$ cat config.mk
export PLATFORM = sky130hd
export DESIGN_NAME = cnv_cell
export DESIGN_NICKNAME = d
export VERILOG_FILES = /design/src/hw/rtl/cnv_cell.sv
export SDC_FILE = /design/constraint.sdc
export NUM_CORES = 1
export LEC_CHECK = 0
export BUFFER_PORTS_ARGS = -buffer_cell sky130_fd_sc_hd__buf_2
export CAP_MARGIN = 15
export CELL_PAD_IN_SITES_DETAIL_PLACEMENT = 0
export CELL_PAD_IN_SITES_GLOBAL_PLACEMENT = 2
export CORE_AREA = 2 2 94 78
export CTS_CLUSTER_SIZE = 10
export DETAILED_ROUTE_END_ITERATION = 16
export DIE_AREA = 0 0 96 80
export HOLD_SLACK_MARGIN = 0.05
export PLACE_DENSITY = 0.94
export SKIP_LAST_GASP = 1
export SLEW_MARGIN = 20
export SYNTH_ARGS = -nofsm -noshare
export SYNTH_HDL_FRONTEND = slang
export SYNTH_SLANG_ARGS = --single-unit
$ cat constraint.sdc
create_clock -name i_clk -period 2.25 [get_ports i_clk]
set_input_delay 0.1125 -clock i_clk [delete_from_list [all_inputs] [get_ports i_clk]]
set_output_delay 0.1125 -clock i_clk [all_outputs]
set_load 0.01 [all_outputs]
$ cat src/hw/rtl/cnv_cell.sv
// One window cell: a column of samples that moves to the left neighbour.
`timescale 1ns / 1ps
module cnv_cell #(
    parameter int N  = 3,
    parameter int DW = 16
) (
    input  logic                 i_clk,
    input  logic                 i_rst_n,
    input  logic                 i_shift,
    input  logic [N-1:0][DW-1:0] i_col,
    output logic [N-1:0][DW-1:0] o_col
);

    logic [N-1:0][DW-1:0] r_col;

    always_ff @(posedge i_clk) begin
        if (!i_rst_n) begin
            r_col <= '0;
        end else if (i_shift) begin
            r_col <= i_col;
        end
    end

    assign o_col = r_col;

endmodule

==> metrics.yaml, run 1 <==
hpwl_mm: 2.46
drcViolationCount: 0
place.gp.congestion: 0.666
power.internal_mw: 1.24
io_buffers: 98
rrSetupSlack_ns: 1.63
fin_setup_tns_ns: 0
relSlewSlack: 0.559
coreArea_sq_mm: 0.00672
synthCells: 155
cts-htree-levels: 2
post-route-util: 0.363
die_h_um: 80
p_comb_frac: 0.147
start_util: 0.275
cts_tree: "built"
drt-total-wl_mm: 3.53
fillers: 694
diodes: 0
clkTransAtPathRegs_ns: 0.08
maxCapViolations: 0
ys_seq_area_frac: 0.521
ctsLongestPathBuffers: 2
synthTopCellsByArea: "dfxtp_1, mux2i_1, nor2b_1"
yosys.area.top_type: "dfxtp_1"
die_x_um: 96
async_flop_share: 0
yosys.area.top_type_share: 0.521
cts-root-buf: "clkbuf_8"
rsz0062_at_grt: "no"
grt_first_pass_wirelength_mm: 5.38
cts-resized-gates: 0
drtAntennaViolNets: 0
postCtsSetupRepairBufs: 0
drive_gt1_frac: 0.420
worst_slew_pin_slew_ns: 0.661
crit_path_max_incr_delay_ns: 0.35
synth-edff-count: 0
synth_seq_cells: 48
swShare: 0.240
post-place-ws_ns: 1.27
yosysWarningCount: 0
ir_worst_vdd_mv: 0.250
die_area_sq_mm: 0.00768
fin_crit_ns: 0.879
rows: 27
p_seq_frac: 0.566
via_per_inst: 4.00
antenna_found_initial: 0
path_cells: "buf_2"
crit_family: "flip-flops"
hold_violations: 0
overflow: 0
report.final.slew_viol_count: 0
drtIter0Drc: 16
clk-insertion-delay-late_ns: 0.29
end_kind: "primary output"
crit_arrival_ns: 0.77
dr.pass1.iters: 3
timing.critical_path.buf_inv: 1
finalSetupViolCount: 0
syn_area_sq_mm: 0.00185
crit_slowest_cell: "dfxtp_1"
power_density_mw_per_mm2: 669
start_kind: "flip-flop"
fin_crit_sh: 0.391
synthTopCellsByCount: "dfxtp_1, mux2i_1, nor2b_1"
leakagePower_nw: 1.25
vias: 1349
syn_nets: 206
outcome: "completed"
ys.flop_type: "dfxtp_1"
largest_reg_flops: 48
fin_total_pwr_mw: 1.63
ioPinCount: 99
fmax_mhz: 1140
wl_per_cell_um: 10.5
grt.total_usage: 0.0892
nets: 301
yosysUniqueCellTypes: 7
cts-hold-fix-buffers: 0
p_sw_mw: 0.391
cts_num_sinks: 48
syn2layout_area_growth_pct: 32.1
grt_pass1_vias: 1228
numCtsBuffers: 5
cp.required_ns: 2.14
worst_slack_ns: 1.37
path_max_fanout: 2
criticalPathCategory: "flip-flop to primary output"
hp-class: "input pin to flip-flop"
skew_ns: 0
avgSynthCellArea_sq_um: 11.9
clkPwrFrac: 0.287
grt_max_degree: 49
==> logic make-up after synthesis <==
logic type    Yosys count  synth area share
mux                    48             0.260
buf+inv                11            0.0563
simple gates           48             0.163
flops                  48             0.521
==> final cells by class <==
class | instances | area [sq um] | area share
multi-input cells | 96 | 781 | 0.320
clock inverters | 1 | 5.00 | 0.00205
clock buffers | 6 | 72.6 | 0.0298
flip-flops and latches | 48 | 961 | 0.394
repair buffers | 99 | 510 | 0.209
well taps | 87 | 109 | 0.0446
==> path summary, 6_finish.rpt <==
check                                from   endpoint  depth (start not counted)
worst max register to register  o_col[31]  o_col[31]                          2
worst max-delay path             o_col[4]   o_col[4]                          1
worst min register to register  o_col[11]  o_col[11]                          2
worst min-delay path            i_col[45]  o_col[45]                          3
==> layer usage <==
layer  routed length [um]  GRT usage
met1                 1690      0.116
met2                 1430      0.132
met3                  361     0.0378
met4                   42     0.0300
met5                    0          0
==> worst min-delay path: stages <==
cell and delay [ns]:
buf_2 0.08, mux2i_1 0.05, nor2b_1 0.09
==> through the flow <==
stage	hold WS, ns	area (sq um)	std cells
floorplan	0.282	1850	155
global placement	0.367	2360	330
detailed placement	0.378	2360	330
CTS	0.0634	2440	337
global route	0.0762	2440	337
finish	0.0773	2440	337
==> power groups by stage <==
| stage | logic, mW | registers [mW] | clock network, mW |
|---|---|---|---|
| floorplan | 0.123 | 0.968 | 0 |
| global placement | 0.241 | 0.943 | 0 |
| detailed placement | 0.244 | 0.943 | 0 |
| CTS | 0.244 | 0.924 | 0.499 |
| global route | 0.266 | 0.931 | 0.531 |
| finish | 0.239 | 0.924 | 0.469 |
==> cell usage in the layout, fill, tap and decap left out <==
cell,instances
clkinv_2,1
buf_12,1
clkbuf_1,1
dfxtp_1,48
buf_2,98
clkbuf_8,5
nor2b_1,48
mux2i_1,48
Power figures use the tool's default switching activity.
==> run 2: changes to the inputs <==
ABC_AREA = 1   (was default)
CORE_AREA = 2 2 109 90   (was 2 2 94 78)
DIE_AREA = 0 0 111 92   (was 0 0 96 80)
PLACE_DENSITY = 0.89   (was 0.94)
clock period = 0.9 ns   (was 2.25 ns; I/O delays follow)
==> metrics.yaml, run 2 <==
io_buffers: 98  # unchanged
yosys.area.top_type: "dfxtp_1"  # unchanged
antenna_found_initial: 0  # unchanged
synth-compound-area-share: 0  # unchanged
numCtsBuffers: 5  # unchanged
crit_arrival_ns: 0.80  # was 0.77 ns
drtIter0Drc: 65  # was 16
leakagePower_nw: 1.71  # was 1.25 nW
syn_area_sq_mm: 0.00197  # was 0.00185 sq mm
syn2layout_area_growth_pct: 47.2  # was 32.1%
crit_path_max_incr_delay_ns: 0.37  # was 0.35 ns
synthTopCellsByCount: "nand2_1, nor2_1, dfxtp_1, inv_1, buf_2"  # was dfxtp_1, mux2i_1, nor2b_1
p_sw_mw: 1.26  # was 0.391 mW
met1_length_mm: 2.27  # was 1.69 mm
cts-htree-levels: 2  # unchanged
holdPathStages: 5  # was 3
startpoint: "o_col[33]"  # was o_col[4]
relSlewSlack: 0.828  # was 0.559
fmax_mhz: 1180
path_cells: "buf_2"  # unchanged
diodes: 0  # unchanged
final_area_sq_mm: 0.00291  # was 0.00244 sq mm
drive_gt1_frac: 0.260  # was 0.420
highest_layer: "met4"  # unchanged
final_common_cell: "buf_2"  # unchanged
drtAntennaViolNets: 0  # unchanged
dp_cells: 508  # was 330
rsz0062_at_grt: "no"  # unchanged
critical_path_depth: 1  # unchanged
cts-root-buf: "clkbuf_16"  # was clkbuf_8
clk-insertion-delay-late_ns: 0.28  # was 0.29 ns
fin_setup_tns_ns: 0  # unchanged
outcome: "completed"  # unchanged
synth-simple-area-share: 0.365  # was 0.163
ys_seq_area_frac: 0.487  # was 0.521
syn_nets: 355  # was 206
r2r-start: "o_col[33]"  # was o_col[31]
avgSynthCellArea_sq_um: 6.49  # was 11.9 sq um
fillers: 1011  # was 694
vias: 1942  # was 1349
yosys.area.top_type_share: 0.487  # was 0.521
die_h_um: 92  # was 80 um
yosysUniqueCellTypes: 8  # was 7
synth-edff-count: 0  # unchanged
cts-resized-gates: 0  # unchanged
cts_num_sinks: 48  # unchanged
holdWs_ns: 0.0529  # was 0.0773 ns
postCtsSetupRepairBufs: 0  # unchanged
coreArea_sq_mm: 0.00925  # was 0.00672 sq mm
async_flop_share: 0  # unchanged
cp.required_ns: 0.85  # was 2.14 ns
dr_wl_met2_mm: 2.11  # was 1.43 mm
multi_input_area_sq_um: 721  # was 781 sq um
grt_max_degree: 64  # was 49
final_cell_mix: "buf_2, nor2_1, nand2_1"  # was buf_2, mux2i_1, nor2b_1, dfxtp_1, clkbuf_8
rows: 32  # was 27
wl_met3_um: 310  # was 361 um
yosys-mux-area-fraction: 0  # was 0.260
wl_per_cell_um: 8.86  # was 10.5 um
fin_crit_sh: 0.941
fin_total_pwr_mw: 5.22  # was 1.63 mW
p_comb_frac: 0.149  # was 0.147
crit_family: "flip-flops"  # unchanged
clkTransAtPathRegs_ns: 0.06  # was 0.08 ns
ioPinCount: 99  # unchanged
fin_cells: 534  # was 337
yosysWarningCount: 0  # unchanged
crit_slowest_cell: "dfxtp_1"  # unchanged
rr_endpoint: "o_col[33]"  # was o_col[31]
clkPwrFrac: 0.400  # was 0.287
power_density_mw_per_mm2: 1800  # was 669 mW/mm^2
start_kind: "flip-flop"  # unchanged
drt-total-wl_mm: 4.73  # was 3.53 mm
p_seq_frac: 0.451  # was 0.566
grt_pass1_vias: 1830  # was 1228
synthTopCellsByArea: "dfxtp_1, nand2_1, nor2_1"  # was dfxtp_1, mux2i_1, nor2b_1
finalSetupViolCount: 0  # unchanged
largest_reg_flops: 48  # unchanged
report.final.slew_viol_count: 0  # unchanged
cts_tree: "built"  # unchanged
ys.flop_type: "dfxtp_1"  # unchanged
hpwl_mm: 3.14  # was 2.46 mm
ir_worst_vdd_mv: 0.636  # was 0.250 mV
overflow: 0  # unchanged
hp-class: "input pin to flip-flop"  # unchanged
ctsLongestPathBuffers: 2  # unchanged
timing.critical_path.buf_inv: 1  # unchanged
worst_slew_pin_slew_ns: 0.257  # was 0.661 ns
start_util: 0.213  # was 0.275
grt_first_pass_wirelength_mm: 7.91  # was 5.38 mm
rrSetupSlack_ns: 0.33  # was 1.63 ns
drcViolationCount: 0  # unchanged
skew_ns: 0  # unchanged
maxCapViolations: 0  # unchanged
synth_fa_ha_area_frac: 0  # unchanged
synth_seq_cells: 48  # unchanged
synth-xor-area-share: 0  # unchanged
die_x_um: 111  # was 96 um
grt.total_usage: 0.0935  # was 0.0892
min_from: "i_col[5]"  # was i_col[45]
hold_violations: 0  # unchanged
fin_crit_ns: 0.847
nets: 465  # was 301
whs_endpoint: "o_col[5]"  # was o_col[45]
dpl-instance-area_sq_mm: 0.00256  # was 0.00236 sq mm
place.gp.congestion: 0.697  # was 0.666
path_max_fanout: 2  # unchanged
ff2ff_path_depth: 2  # unchanged
register_area_sq_um: 961  # unchanged
via_per_inst: 3.64  # was 4.00
dr.pass1.iters: 4  # was 3
criticalPathCategory: "flip-flop to primary output"  # unchanged
swShare: 0.241  # was 0.240
synthCells: 304  # was 155
synth_top_family_by_area: "simple AND/OR/NAND/NOR gates"  # was multiplexers
die_area_sq_mm: 0.0102  # was 0.00768 sq mm
power.internal_mw: 3.96  # was 1.24 mW
end_kind: "primary output"  # unchanged
[run 2: changes by cell type in the layout (fill, tap and decap cells not counted), sizes merged]
cell         delta
nand2          +96
inv            +48
mux2i          -48
dlygate4sd3    +18
buf             +2
nor2           +96
bufinv          +1
nor2b          -48
[run 2: power by group through the flow]
stage	sequential (mW)	combinational [mW]	clock [mW]
final	2.35	0.778	2.09
after detailed placement	2.40	0.733	0
after global placement	2.40	0.721	0
after global routing	2.37	0.889	2.28
after CTS	2.35	0.793	2.19
after floorplan	2.46	0.356	0
[run 2: layout make-up]
class                   count  share of cell area
clock buffers               6              0.0444
multi-input cells         192               0.248
well taps                 119              0.0512
repair buffers            119               0.252
flip-flops and latches     48               0.331
inverters                  48              0.0620
clock inverters             2              0.0121
[run 2: routing by layer]
| metal | up-vias | track usage |
|---|---|---|
| met1 | 809 | 0.109 |
| met4 | 0 | 0.0219 |
| met5 | - | 0 |
| met3 | 5 | 0.0324 |
| met2 | 55 | 0.166 |
| li1 | 1073 | - |
[run 2: cells by family (layout without fill, tap and decap cells)]
group,after synthesis,after routing
and+or+nand+nor,192,192
DFF,48,48
buffers and inverters,64,175
[run 2: through the flow]
step / utilization / setup WS, ns
detailed placement: 0.277 / 0.113
global route: 0.314 / 0.0197
CTS: 0.314 / 0.0426
floorplan: - / 0.226
global placement: 0.277 / 0.133
finish: 0.314 / 0.0534
[run 2: what timing repair did]
item / in CTS / in global routing
hold endpoints to repair: 18 / 0
setup endpoints to repair: 0 / 0
hold buffers: 18 / 0
[run 2: how the worst max path moves through the flow]
stage,endpoint,slack [ns]
after floorplan,o_col[0],0.23
after global placement,o_col[45],0.13
after detailed placement,o_col[38],0.11
after CTS,o_col[33],0.04
after global routing,o_col[33],0.02
final,o_col[33],0.05
==> run 3: changes to the inputs <==
REMOVE_ABC_BUFFERS = 1   (was default)
==> metrics.yaml, run 3 (same netlist as run 2, synthesis figures left out) <==
leakagePower_nw: 1.74  # was 1.71 nW
drive_gt1_frac: 0.260  # about the same
hpwl_mm: 3.15  # was 3.14 mm
crit_arrival_ns: 0.77  # was 0.80 ns
hold_violations: 0  # unchanged
drcViolationCount: 0  # unchanged
rsz0062_at_grt: "no"  # unchanged
fin_crit_sh: 0.910  # was 0.941
fin_crit_ns: 0.819  # was 0.847 ns
path_max_fanout: 2  # unchanged
critical_path_depth: 1  # unchanged
fmax_mhz: 1220  # was 1180 MHz
finalSetupViolCount: 0  # unchanged
place.gp.congestion: 0.694  # was 0.697
die_h_um: 92  # unchanged
fin_total_pwr_mw: 5.38  # was 5.22 mW
crit_path_max_incr_delay_ns: 0.35  # was 0.37 ns
post-place-ws_ns: 0.101  # was 0.113 ns
postCtsSetupRepairBufs: 0  # unchanged
io_buffers: 98  # unchanged
criticalPathCategory: "flip-flop to primary output"  # unchanged
coreArea_sq_mm: 0.00925  # unchanged
multi_input_area_sq_um: 721  # unchanged
final_cell_mix: "buf_2, nor2_1, nand2_1"  # unchanged
ir_worst_vdd_mv: 0.729  # was 0.636 mV
dpl-instance-area_sq_mm: 0.00256  # unchanged
holdPathStages: 5  # unchanged
cts-htree-levels: 2  # unchanged
fin_setup_tns_ns: 0  # unchanged
largest_reg_flops: 48  # unchanged
via_per_inst: 3.65  # was 3.64
fillers: 1019  # was 1011
ctsLongestPathBuffers: 2  # unchanged
ff2ff_path_depth: 2  # unchanged
grt_pass1_vias: 1889  # was 1830
timing.critical_path.buf_inv: 1  # unchanged
grt.total_usage: 0.0945  # was 0.0935
cts-hold-fix-buffers: 22  # was 18
syn2layout_area_growth_pct: 50.2  # was 47.2%
cts-resized-gates: 0  # unchanged
cts-root-buf: "clkbuf_16"  # unchanged
clk-insertion-delay-late_ns: 0.28  # about the same
start_kind: "flip-flop"  # unchanged
nets: 469  # was 465
worst_slew_pin_slew_ns: 0.229  # was 0.257 ns
register_area_sq_um: 961  # unchanged
worst_slack_ns: 0.0813  # was 0.0534 ns
die_x_um: 111  # unchanged
power_density_mw_per_mm2: 1810  # was 1800 mW/mm^2
holdWs_ns: 0.0521  # was 0.0529 ns
relSlewSlack: 0.847  # was 0.828
grt_first_pass_wirelength_mm: 8.16  # was 7.91 mm
cts_num_sinks: 48  # unchanged
crit_family: "flip-flops"  # unchanged
rows: 32  # unchanged
grt_max_degree: 49  # was 64
wl_per_cell_um: 8.75  # was 8.86 um
cp.required_ns: 0.85  # about the same
dr.pass1.iters: 4  # unchanged
ioPinCount: 99  # unchanged
die_area_sq_mm: 0.0102  # unchanged
end_kind: "primary output"  # unchanged
vias: 1964  # was 1942
path_cells: "buf_2"  # unchanged
clkTransAtPathRegs_ns: 0.06  # about the same
drtIter0Drc: 90  # was 65
report.final.slew_viol_count: 0  # unchanged
maxCapViolations: 0  # unchanged
diodes: 0  # unchanged
final_area_sq_mm: 0.00296  # was 0.00291 sq mm
start_util: 0.213  # unchanged
drtAntennaViolNets: 0  # unchanged
antenna_found_initial: 0  # unchanged
overflow: 0  # unchanged
final_common_cell: "buf_2"  # unchanged
drt-total-wl_mm: 4.71  # was 4.73 mm
outcome: "completed"  # unchanged
crit_slowest_cell: "dfxtp_1"  # unchanged
skew_ns: 0  # unchanged
cts_tree: "built"  # unchanged
hp-class: "input pin to flip-flop"  # unchanged
numCtsBuffers: 5  # unchanged
[run 3: final timing paths]
| path | from | end | slack [ns] |
|---|---|---|---|
| setup / recovery | o_col[47] | o_col[47] | 0.08 |
| hold / removal | i_col[24] | o_col[24] | 0.05 |
| setup reg to reg | o_col[44] | o_col[44] | 0.34 |
| hold reg to reg | o_col[7] | o_col[7] | 0.47 |
[run 3: stage by stage]
| step | utilization | instances |
|---|---|---|
| after global routing | 0.320 | 538 |
| final | 0.320 | 538 |
| after detailed placement | 0.277 | 508 |
| after CTS | 0.320 | 538 |
| after floorplan | - | 288 |
| after global placement | 0.277 | 508 |
[run 3: area by class of cell]
type	instances	share of cell area
clock buffer	7	0.0515
clock inverter	1	0.0101
inverter	48	0.0608
multi-input combinational	192	0.243
sequential	48	0.324
tap	119	0.0502
timing repair buffer	123	0.260
[run 3: power by group]
group / internal, mW / switching (mW)
registers: 2.27 / 0.0733
logic: 0.386 / 0.410
clock network: 1.46 / 0.771
total: 4.12 / 1.25
[run 3: layer usage]
| layer | wire length, um | share of wire | GRT usage |
|---|---|---|---|
| met5 | 0 | 0 | 0 |
| met4 | 12 | 0.0026 | 0.0219 |
| met3 | 353 | 0.075 | 0.0337 |
| met2 | 2010 | 0.43 | 0.158 |
| met1 | 2330 | 0.50 | 0.117 |
